$ cat config.mk
export PLATFORM = sky130hd
export DESIGN_NAME = dib_palette_index_remap
export DESIGN_NICKNAME = d
export VERILOG_FILES = /design/src/rtl/core/dpir_pkg.sv /design/src/rtl/core/dpir_front.sv /design/src/rtl/core/dpir_queue.sv /design/src/rtl/core/dpir_back.sv /design/src/rtl/core/dib_palette_index_remap.sv
export SDC_FILE = /design/constraint.sdc
export NUM_CORES = 2
export LEC_CHECK = 0
export BUFFER_PORTS_ARGS = -buffer_cell sky130_fd_sc_hd__buf_2
export CORE_MARGIN = 1
export CORE_UTILIZATION = 65
export DETAILED_ROUTE_END_ITERATION = 10
export GPL_TIMING_DRIVEN = 0
export PLACE_DENSITY = 0.91
export SETUP_SLACK_MARGIN = 0.05
export SYNTH_ARGS = -nofsm -noshare
export SYNTH_HDL_FRONTEND = slang
export SYNTH_HIERARCHICAL = 1
export SYNTH_SLANG_ARGS = --single-unit
$ cat constraint.sdc
create_clock -name i_clk -period 11.6 [get_ports i_clk]
set_clock_uncertainty 0.05 [all_clocks]
set_input_delay 0.58 -clock i_clk [delete_from_list [all_inputs] [get_ports i_clk]]
set_output_delay 0.58 -clock i_clk [all_outputs]
set_load 0.03 [all_outputs]
$ cat src/rtl/core/dpir_pkg.sv
// Shared types and constants for the palette index remap block.
package dpir_pkg;

    localparam int DEFAULT_TABLE_ENTRIES = 256;
    localparam int QUEUE_DEPTH           = 2;

    localparam logic [3:0] NIBBLE_MASK = 4'hf;

    // RLE8 escape codes
    localparam logic [7:0] ESC_EOL   = 8'd0;
    localparam logic [7:0] ESC_EOB   = 8'd1;
    localparam logic [7:0] ESC_DELTA = 8'd2;

    typedef enum logic [1:0] {
        MODE_8BIT = 2'd0,
        MODE_4BIT = 2'd1,
        MODE_RLE8 = 2'd2,
        MODE_RLE4 = 2'd3
    } t_mode;

    typedef enum logic {
        CMD_WRITE = 1'b0,
        CMD_DATA  = 1'b1
    } t_cmd;

    // how the back end treats a data beat
    typedef enum logic [1:0] {
        KIND_PASS   = 2'd0,
        KIND_FULL   = 2'd1,
        KIND_NIBBLE = 2'd2
    } t_kind;

    typedef enum logic [7:0] {
        PH_COUNT   = 8'b0000_0001,
        PH_INDEX   = 8'b0000_0010,
        PH_ESC     = 8'b0000_0100,
        PH_DELTA_X = 8'b0000_1000,
        PH_DELTA_Y = 8'b0001_0000,
        PH_LITERAL = 8'b0010_0000,
        PH_PAD     = 8'b0100_0000,
        PH_DONE    = 8'b1000_0000
    } t_phase;

    typedef struct packed {
        t_cmd        cmd;
        t_kind       kind;
        logic [7:0]  index;
        logic [7:0]  value;
        logic        last;
    } t_qent;

endpackage

$ cat src/rtl/core/dpir_front.sv
// Front end: RLE8 parser that tags each beat with its translation kind.
module dpir_front
    import dpir_pkg::*;
(
    input  logic       i_clk,
    input  logic       i_rst_n,
    input  t_mode      i_mode,
    input  logic       i_accept,
    input  logic       i_cmd,
    input  logic [7:0] i_entry_index,
    input  logic [7:0] i_byte_value,
    input  logic       i_last_byte,
    output t_qent      o_ent
);

    t_phase     r_phase, n_phase;
    logic [7:0] r_remain, n_remain;
    logic       r_pad, n_pad;
    logic [7:0] dec_remain;
    t_kind      kind;

    assign dec_remain = (r_remain != 8'd0) ? (r_remain - 8'd1) : r_remain;

    always_comb begin
        n_phase  = r_phase;
        n_remain = r_remain;
        n_pad    = r_pad;
        case (r_phase)
            PH_COUNT: begin
                n_phase = (i_byte_value != 8'd0) ? PH_INDEX : PH_ESC;
            end
            PH_INDEX: begin
                n_phase = PH_COUNT;
            end
            PH_ESC: begin
                if (i_byte_value == ESC_EOL) begin
                    n_phase = PH_COUNT;
                end else if (i_byte_value == ESC_EOB) begin
                    n_phase = PH_DONE;
                end else if (i_byte_value == ESC_DELTA) begin
                    n_phase = PH_DELTA_X;
                end else begin
                    n_remain = i_byte_value;
                    n_pad    = i_byte_value[0];
                    n_phase  = PH_LITERAL;
                end
            end
            PH_DELTA_X: begin
                n_phase = PH_DELTA_Y;
            end
            PH_DELTA_Y: begin
                n_phase = PH_COUNT;
            end
            PH_LITERAL: begin
                n_remain = dec_remain;
                if (dec_remain == 8'd0) begin
                    n_phase = r_pad ? PH_PAD : PH_COUNT;
                    n_pad   = 1'b0;
                end
            end
            PH_PAD: begin
                n_phase = PH_COUNT;
            end
            default: begin
                n_phase = r_phase;
            end
        endcase
    end

    always_comb begin
        case (i_mode)
            MODE_8BIT: kind = KIND_FULL;
            MODE_4BIT: kind = KIND_NIBBLE;
            MODE_RLE8: kind = (r_phase == PH_INDEX || r_phase == PH_LITERAL) ?
                              KIND_FULL : KIND_PASS;
            default:   kind = KIND_PASS;
        endcase
    end

    assign o_ent.cmd   = t_cmd'(i_cmd);
    assign o_ent.kind  = kind;
    assign o_ent.index = i_entry_index;
    assign o_ent.value = i_byte_value;
    assign o_ent.last  = i_last_byte;

    always_ff @(posedge i_clk) begin
        if (!i_rst_n) begin
            r_phase  <= PH_COUNT;
            r_remain <= 8'd0;
            r_pad    <= 1'b0;
        end else if (i_accept && (t_cmd'(i_cmd) == CMD_DATA)) begin
            if (i_last_byte) begin
                r_phase  <= PH_COUNT;
                r_remain <= 8'd0;
                r_pad    <= 1'b0;
            end else if (i_mode == MODE_RLE8) begin
                r_phase  <= n_phase;
                r_remain <= n_remain;
                r_pad    <= n_pad;
            end
        end
    end

endmodule

$ cat src/rtl/core/dpir_queue.sv
// Short queue between front and back ends.
module dpir_queue
    import dpir_pkg::*;
(
    input  logic  i_clk,
    input  logic  i_rst_n,
    input  logic  i_push,
    input  t_qent i_ent,
    output logic  o_full,
    input  logic  i_pop,
    output logic  o_head_vld,
    output t_qent o_head
);

    localparam int PW = (QUEUE_DEPTH > 1) ? $clog2(QUEUE_DEPTH) : 1;
    localparam int CW = $clog2(QUEUE_DEPTH + 1);
    localparam logic [PW-1:0] LAST_PTR = PW'(QUEUE_DEPTH - 1);
    localparam logic [CW-1:0] FULL_CNT = CW'(QUEUE_DEPTH);

    t_qent         r_buf [QUEUE_DEPTH];
    logic [PW-1:0] r_wr_ptr, r_rd_ptr;
    logic [CW-1:0] r_count;
    logic          do_push, do_pop;

    assign o_full     = (r_count == FULL_CNT);
    assign o_head_vld = (r_count != '0);
    assign o_head     = r_buf[r_rd_ptr];
    assign do_push    = i_push && !o_full;
    assign do_pop     = i_pop && o_head_vld;

    always_ff @(posedge i_clk) begin
        if (do_push) begin
            r_buf[r_wr_ptr] <= i_ent;
        end
    end

    always_ff @(posedge i_clk) begin
        if (!i_rst_n) begin
            r_wr_ptr <= '0;
            r_rd_ptr <= '0;
            r_count  <= '0;
        end else begin
            if (do_push) begin
                r_wr_ptr <= (r_wr_ptr == LAST_PTR) ? '0 : r_wr_ptr + PW'(1);
            end
            if (do_pop) begin
                r_rd_ptr <= (r_rd_ptr == LAST_PTR) ? '0 : r_rd_ptr + PW'(1);
            end
            case ({do_push, do_pop})
                2'b10:   r_count <= r_count + CW'(1);
                2'b01:   r_count <= r_count - CW'(1);
                default: r_count <= r_count;
            endcase
        end
    end

`ifndef SYNTHESIS
    a_count_bound: assert property (@(posedge i_clk) disable iff (!i_rst_n)
        r_count <= FULL_CNT)
        else $error("queue count above depth");

    a_ptr_gap: assert property (@(posedge i_clk) disable iff (!i_rst_n)
        (r_count == '0 || r_count == FULL_CNT) |-> (r_wr_ptr == r_rd_ptr))
        else $error("queue pointers disagree with count");
`endif

endmodule

$ cat src/rtl/core/dpir_back.sv
// Back end: translation table, lookup stage and output register.
module dpir_back
    import dpir_pkg::*;
#(
    parameter int TABLE_ENTRIES = DEFAULT_TABLE_ENTRIES
)
(
    input  logic       i_clk,
    input  logic       i_rst_n,
    input  logic       i_head_vld,
    input  t_qent      i_head,
    output logic       o_pop,
    output logic       o_out_valid,
    input  logic       i_out_ready,
    output logic [7:0] o_data_out,
    output logic       o_last_out
);

    localparam int AW = $clog2(TABLE_ENTRIES);
    localparam logic [8:0] ENT_LIMIT = 9'(TABLE_ENTRIES);

    logic [7:0]    r_mem [TABLE_ENTRIES];
    logic [7:0]    r_rd_lo, r_rd_hi;

    logic          r_s1_vld;
    t_kind         r_s1_kind;
    logic [7:0]    r_s1_byte;
    logic          r_s1_last;
    logic          r_s1_rng;

    logic          r_out_vld;
    logic [7:0]    r_out_data;
    logic          r_out_last;

    logic          out_free, s1_go, s1_load, tbl_wr, wr_rng, rd_rng;
    logic [AW-1:0] rd_addr_lo, rd_addr_hi;
    logic [7:0]    n_out_data;

    assign out_free = !r_out_vld || i_out_ready;
    assign s1_go    = r_s1_vld && out_free;
    assign s1_load  = i_head_vld && (i_head.cmd == CMD_DATA) && (!r_s1_vld || s1_go);
    assign tbl_wr   = i_head_vld && (i_head.cmd == CMD_WRITE);
    assign o_pop    = tbl_wr || s1_load;

    assign wr_rng = ({1'b0, i_head.index} < ENT_LIMIT);
    assign rd_rng = ({1'b0, i_head.value} < ENT_LIMIT);

    // nibble mode looks up both halves; full mode the whole byte
    assign rd_addr_lo = (i_head.kind == KIND_NIBBLE) ?
                        AW'(i_head.value[3:0] & NIBBLE_MASK) : i_head.value[AW-1:0];
    assign rd_addr_hi = AW'(i_head.value[7:4] & NIBBLE_MASK);

    always_ff @(posedge i_clk) begin
        if (tbl_wr && wr_rng) begin
            r_mem[i_head.index[AW-1:0]] <= i_head.value;
        end
        if (s1_load) begin
            r_rd_lo <= r_mem[rd_addr_lo];
            r_rd_hi <= r_mem[rd_addr_hi];
        end
    end

    always_ff @(posedge i_clk) begin
        if (s1_load) begin
            r_s1_kind <= i_head.kind;
            r_s1_byte <= i_head.value;
            r_s1_last <= i_head.last;
            r_s1_rng  <= rd_rng;
        end
    end

    // full: T[b], 0 out of range; nibble: (T[lo] | T[hi] << 4) & 0xff; pass: b
    always_comb begin
        case (r_s1_kind)
            KIND_FULL:   n_out_data = r_s1_rng ? r_rd_lo : 8'd0;
            KIND_NIBBLE: n_out_data = {r_rd_lo[7:4] | r_rd_hi[3:0], r_rd_lo[3:0]};
            default:     n_out_data = r_s1_byte;
        endcase
    end

    always_ff @(posedge i_clk) begin
        if (s1_go) begin
            r_out_data <= n_out_data;
            r_out_last <= r_s1_last;
        end
    end

    always_ff @(posedge i_clk) begin
        if (!i_rst_n) begin
            r_s1_vld  <= 1'b0;
            r_out_vld <= 1'b0;
        end else begin
            if (s1_load) begin
                r_s1_vld <= 1'b1;
            end else if (s1_go) begin
                r_s1_vld <= 1'b0;
            end
            if (s1_go) begin
                r_out_vld <= 1'b1;
            end else if (i_out_ready) begin
                r_out_vld <= 1'b0;
            end
        end
    end

    assign o_out_valid = r_out_vld;
    assign o_data_out  = r_out_data;
    assign o_last_out  = r_out_last;

`ifndef SYNTHESIS
    a_s1_to_out: assert property (@(posedge i_clk) disable iff (!i_rst_n)
        s1_go |=> r_out_vld)
        else $error("lookup beat lost on way to output");

    a_s1_hold: assert property (@(posedge i_clk) disable iff (!i_rst_n)
        (r_s1_vld && r_out_vld && !i_out_ready) |=> r_s1_vld)
        else $error("lookup beat dropped while output stalled");

    a_one_pop: assert property (@(posedge i_clk) disable iff (!i_rst_n)
        !(tbl_wr && s1_load))
        else $error("table write and lookup popped together");
`endif

endmodule

$ cat src/rtl/core/dib_palette_index_remap.sv
// Top level: palette index remap of a bitmap byte stream (8-bit, 4-bit, RLE8; RLE4 passes through).
// Throughput: one beat per cycle on both channels, table writes and data alike,
//   as long as i_out_ready does not stall the output register.
// Path: a data beat passes the queue, the table read and then the output register.
// Reset: synchronous, active low; clears pixel_mode, parser, queue and valids.
//   The translation table is not cleared and holds garbage until written.
module dib_palette_index_remap
    import dpir_pkg::*;
#(
    parameter int TABLE_ENTRIES = DEFAULT_TABLE_ENTRIES
)
(
    input  logic       i_clk,
    input  logic       i_rst_n,

    // pixel_mode register
    input  logic       i_cfg_we,
    input  logic [1:0] i_cfg_wdata,

    // input beats
    input  logic       i_in_valid,
    output logic       o_in_ready,
    input  logic       i_cmd,
    input  logic [7:0] i_entry_index,
    input  logic [7:0] i_byte_value,
    input  logic       i_last_byte,

    // result beats
    output logic       o_out_valid,
    input  logic       i_out_ready,
    output logic [7:0] o_data_out,
    output logic       o_last_out
);

    t_mode r_pixel_mode;
    logic  in_accept;
    logic  q_full, q_head_vld, q_pop;
    t_qent front_ent, q_head;

    // user must change mode only while idle (block does not enforce it); front classifies at accept time
    always_ff @(posedge i_clk) begin
        if (!i_rst_n) begin
            r_pixel_mode <= MODE_8BIT;
        end else if (i_cfg_we) begin
            r_pixel_mode <= t_mode'(i_cfg_wdata);
        end
    end

    assign o_in_ready = !q_full;
    assign in_accept  = i_in_valid && o_in_ready;

    // front: RLE8 parser, tags which bytes need a table lookup
    dpir_front u_front (
        .i_clk         (i_clk),
        .i_rst_n       (i_rst_n),
        .i_mode        (r_pixel_mode),
        .i_accept      (in_accept),
        .i_cmd         (i_cmd),
        .i_entry_index (i_entry_index),
        .i_byte_value  (i_byte_value),
        .i_last_byte   (i_last_byte),
        .o_ent         (front_ent)
    );

    // decouples parser from table/output side
    dpir_queue u_queue (
        .i_clk      (i_clk),
        .i_rst_n    (i_rst_n),
        .i_push     (in_accept),
        .i_ent      (front_ent),
        .o_full     (q_full),
        .i_pop      (q_pop),
        .o_head_vld (q_head_vld),
        .o_head     (q_head)
    );

    // back: table writes, lookups, nibble repack, output register
    dpir_back #(
        .TABLE_ENTRIES (TABLE_ENTRIES)
    ) u_back (
        .i_clk       (i_clk),
        .i_rst_n     (i_rst_n),
        .i_head_vld  (q_head_vld),
        .i_head      (q_head),
        .o_pop       (q_pop),
        .o_out_valid (o_out_valid),
        .i_out_ready (i_out_ready),
        .o_data_out  (o_data_out),
        .o_last_out  (o_last_out)
    );

endmodule

==> results.md <==
* Result of the run: finished with violations
* Failing checks: DRC, capacitance limit, slew limit
* Minimum hold slack at 0.04424 ns
* Residual antenna-violating net count after detailed routing at 0
* Critical path data arrival time at 8.85 ns
* DR vias at 53100
* First-pass GRT wire length at 390000 um
* Mean Syn Cell Area at 19.02 sq um
* Vias in the first global route at 51010
* Clock Tree Root: clkbuf_16
* Max frequency at 0.1188 GHz
* First-pass DRT Iterations at 11
* Die ar. at 0.1331 sq mm
* Routed length per placed instance at 42.94 um
* Clock input transition at the sequential cells of the worst setup and hold paths at 0.07 ns
* Post-layout power at 0.02410 W
* Cell types with the largest area share after synthesis: edfxtp_1 (74%), mux4_2 (11%), mux2i_1 (3.1%)
* Number of buffers created by CTS at 198
* Peak per-stage delay on the critical path at 1.02 ns
* Total setup buffers inserted after CTS at 0
* DIE WIDTH at 364.8 um
* Worst hold path depth at 2
* Number of synthesized flops with an enable pin at 2120
* Number of nets at the end of the flow at 4783
* Min-Delay Path Class: in2reg
* Residual overflow from global routing at 0
* Core region area at 0.1300 sq mm
* Leak at 30.25 nW
* Synth Flop Type: edfxtp_1
* Floorplan die height at 364.8 um
* Final number of max-transition violations at 107
* Site row count at 132
* Number of buffers inserted by port buffering at 27
* Setup TNS at 0 ns
* CP cell instances: buf_2 -> mux2_8 -> buf_16 -> buf_16 -> buf_2 -> clkinv_1 -> nor2_1 -> clkbuf_1 -> buf_1 -> a22o_1 -> o21ai_0 -> o21ai_0 -> o21ai_1 -> nor4_1
* Final Hold Viols at 0
* YS warnings at 6
* CTS resizes at 0
* Number of cells produced by synthesis at 4500
* Initial core utilization at 65.83%
* Combined global-route utilization of all metal layers at 43.63%
* H-tree depth at 4
* Transition time at the pin with the least slew margin at 1.784 ns
* Type of origin of the critical path: flip-flop
* CP Max Fanout at 153
* Final routed DRC violation total at 28
* Cell depth of the worst flop-to-flop path at 14
* Minimum clock period at 8.420 ns
* Final RePlAce weighted congestion at 1.035
* Detailed-route wire length at 286600 um
* Area share of the largest cell type after synthesis at 74.40%
* Mean number of vias per cell at 7.955
* Cell area power density at 253.9 mW/mm^2
* Kind of end point of the critical path: flip-flop
* Fraction of final layout cells with drive strength greater than 1 at 19.42%
* Iteration-0 DRC count of the detailed router at 11630
* Relative slew slack at -18.96%
* Count of max-cap constraint violations at 11
* Critical Setup Path Class: reg2reg
* Area growth from synthesis to layout at 10.96%
* HPWL Detailed at 176200 um
* Post-synthesis sequential area ratio at 75.01%
* Slowest stage cell, crit path: nor4_1
* Post-synth cell types at 76
* Critical Path RT at 12.03 ns
* Source-to-sink clock delay at the later pin of the worst-skew pair at 0.86 ns
* Leading area contributor after synthesis: edfxtp_1
* Syn_nets at 4530
* Largest net degree at the start of global routing at 170
* Yosys reg bits at 2146
* Number of I/O pins at 36
* Fraction of registers with async set/reset at 0%
* CTS tree: built
* Final worst-path cycle share at 72.59%
* CTS max path bufs at 3
* Antenna violations before repair at 18
* Maximum vdd drop at 444.2 uV
* Setup repair after global routing missed its margin: no
* Post-synthesis instance area at 0.08557 sq mm
* Hold_buf cts at 12
* Sink count of the clock tree at 2146
* Number of endpoints failing setup at the final stage at 0
[per-layer routing]
metal  wire, um  up-vias  GRT usage (%)
met4      28120       23          31.96
met5        425        -         0.8715
li1           -    18830              -
met1      82320    25870          51.49
met2     122900     6638          63.13
met3      52790     1741          20.13
[cells by family after synthesis]
logic type | after synthesis | synth area share (%)
AOI/OAI and AO/OA | 439 | 3.470
xor gates and xnor gates | 8 | 0.08189
adders and majority gates | 5 | 0.07311
buffers and inverters | 319 | 2.255
DFF | 2146 | 75.01
muxes | 718 | 14.43
and+or+nand+nor | 865 | 4.689
[path summary, 6_finish.rpt]
check	start	endpoint	slack, ns
setup / recovery	flip-flop	u_back/r_rd_lo[6]	3.18
hold / removal	i_rst_n	flip-flop	0.04
hold reg to reg	u_back/r_s1_last	u_back/o_last_out	0.40
setup reg to reg	flip-flop	u_back/r_rd_lo[6]	3.18
[cell usage in the layout, fill, tap and decap left out, drive strengths merged, types with 7 or more instances in the layout]
| master | netlist | routed |
|---|---|---|
| o22a | 16 | 16 |
| and3 | 7 | 7 |
| nand2b | 9 | 9 |
| o21ai | 73 | 73 |
| diode | 0 | 15 |
| nor4 | 79 | 79 |
| a221oi | 25 | 25 |
| o22ai | 39 | 39 |
| mux2 | 42 | 42 |
| a22oi | 58 | 58 |
| bufinv | 0 | 20 |
| o21a | 13 | 13 |
| dfxtp | 26 | 26 |
| inv | 31 | 39 |
| nor2b | 25 | 25 |
| a21boi | 10 | 10 |
| or3 | 20 | 20 |
| clkbuf | 112 | 343 |
| edfxtp | 2120 | 2120 |
| nand2 | 89 | 89 |
| nor2 | 451 | 451 |
| a22o | 16 | 16 |
| mux2i | 268 | 268 |
| nand3 | 42 | 42 |
| o31ai | 16 | 16 |
| clkinvlp | 0 | 8 |
| clkinv | 1 | 99 |
| a21oi | 100 | 100 |
| o211ai | 10 | 10 |
| nor3 | 82 | 82 |
| a222oi | 9 | 9 |
| o21bai | 8 | 8 |
| dlygate4sd3 | 0 | 12 |
| o221ai | 17 | 17 |
| nand4 | 12 | 12 |
| or4 | 18 | 18 |
| mux4 | 408 | 408 |
| buf | 175 | 216 |
[worst max-delay path, delay by kind of cell, from the launching register on]
kind	cells	cell delay, ns
buf+inv	7	4.49
mux	1	0.29
simple gates	2	1.68
flops	1	0.34
compound gates	4	0.94
[flip-flops by register name, indices dropped and copies added (netlist names), 2 cells and up, named ones only]
register	flops
u_back/r_mem	2048
u_queue/r_buf	40
u_back/o_data_out	8
u_back/r_rd_lo	8
u_back/r_s1_byte	8
u_front/r_phase	8
u_front/r_remain	8
u_back/r_rd_hi	4
r_pixel_mode	2
u_back/r_s1_kind	2
u_queue/r_count	2
[Yosys cell counts (8+ instances only)]
library cell  count
a21oi_1         100
a221oi_1         25
a222oi_1          9
a22o_1           16
a22oi_1          58
buf_1            24
buf_2            54
buf_4            39
buf_6            40
buf_8            15
clkbuf_1        112
dfxtp_1          26
edfxtp_1       2120
inv_1            30
mux2_2           42
mux2i_1         268
mux4_2          408
nand2_1          88
nand2b_1          8
nand3_1          42
nand4_1          12
nor2_1          451
nor2b_1          25
nor3_1           82
nor4_1           76
o211ai_1         10
o21a_1           13
o21ai_0          62
o21ai_1          10
o21bai_1          8
o221ai_1         17
o22a_1           16
o22ai_1          38
o31ai_1          16
or3_1            20
or4_1            16
[where the power goes]
group | internal (W) | switching (W)
registers | 0.00954 | 0.0000434
clock network | 0.00361 | 0.00293
logic | 0.00227 | 0.00570
[cell type report]
type                            instances  area [sq um]
Sequential cell                      2146         64180
Fill cell                            6836         35030
Multi-Input combinational cell       2035         19590
Clock buffer                          231          5121
Tap cell                             1742          2180
Buffer                                287          1826
Clock inverter                        134          1282
Timing Repair Buffer                   53         608.1
Inverter                               32         120.1
Antenna cell                           15         37.54
[stage by stage]
stage	cell area, sq um	setup slack, ns	utilization [%]	instances
after detailed placement	88380	4.480	67.99	6283
final	94950	3.180	73.05	6675
after global placement	87880	1.955	67.61	6269
after CTS	94900	4.195	73.01	6660
after floorplan	85570	6.689	-	4500
after global routing	94910	3.734	73.02	6661
No activity file was read; power rests on OpenSTA's default activity.
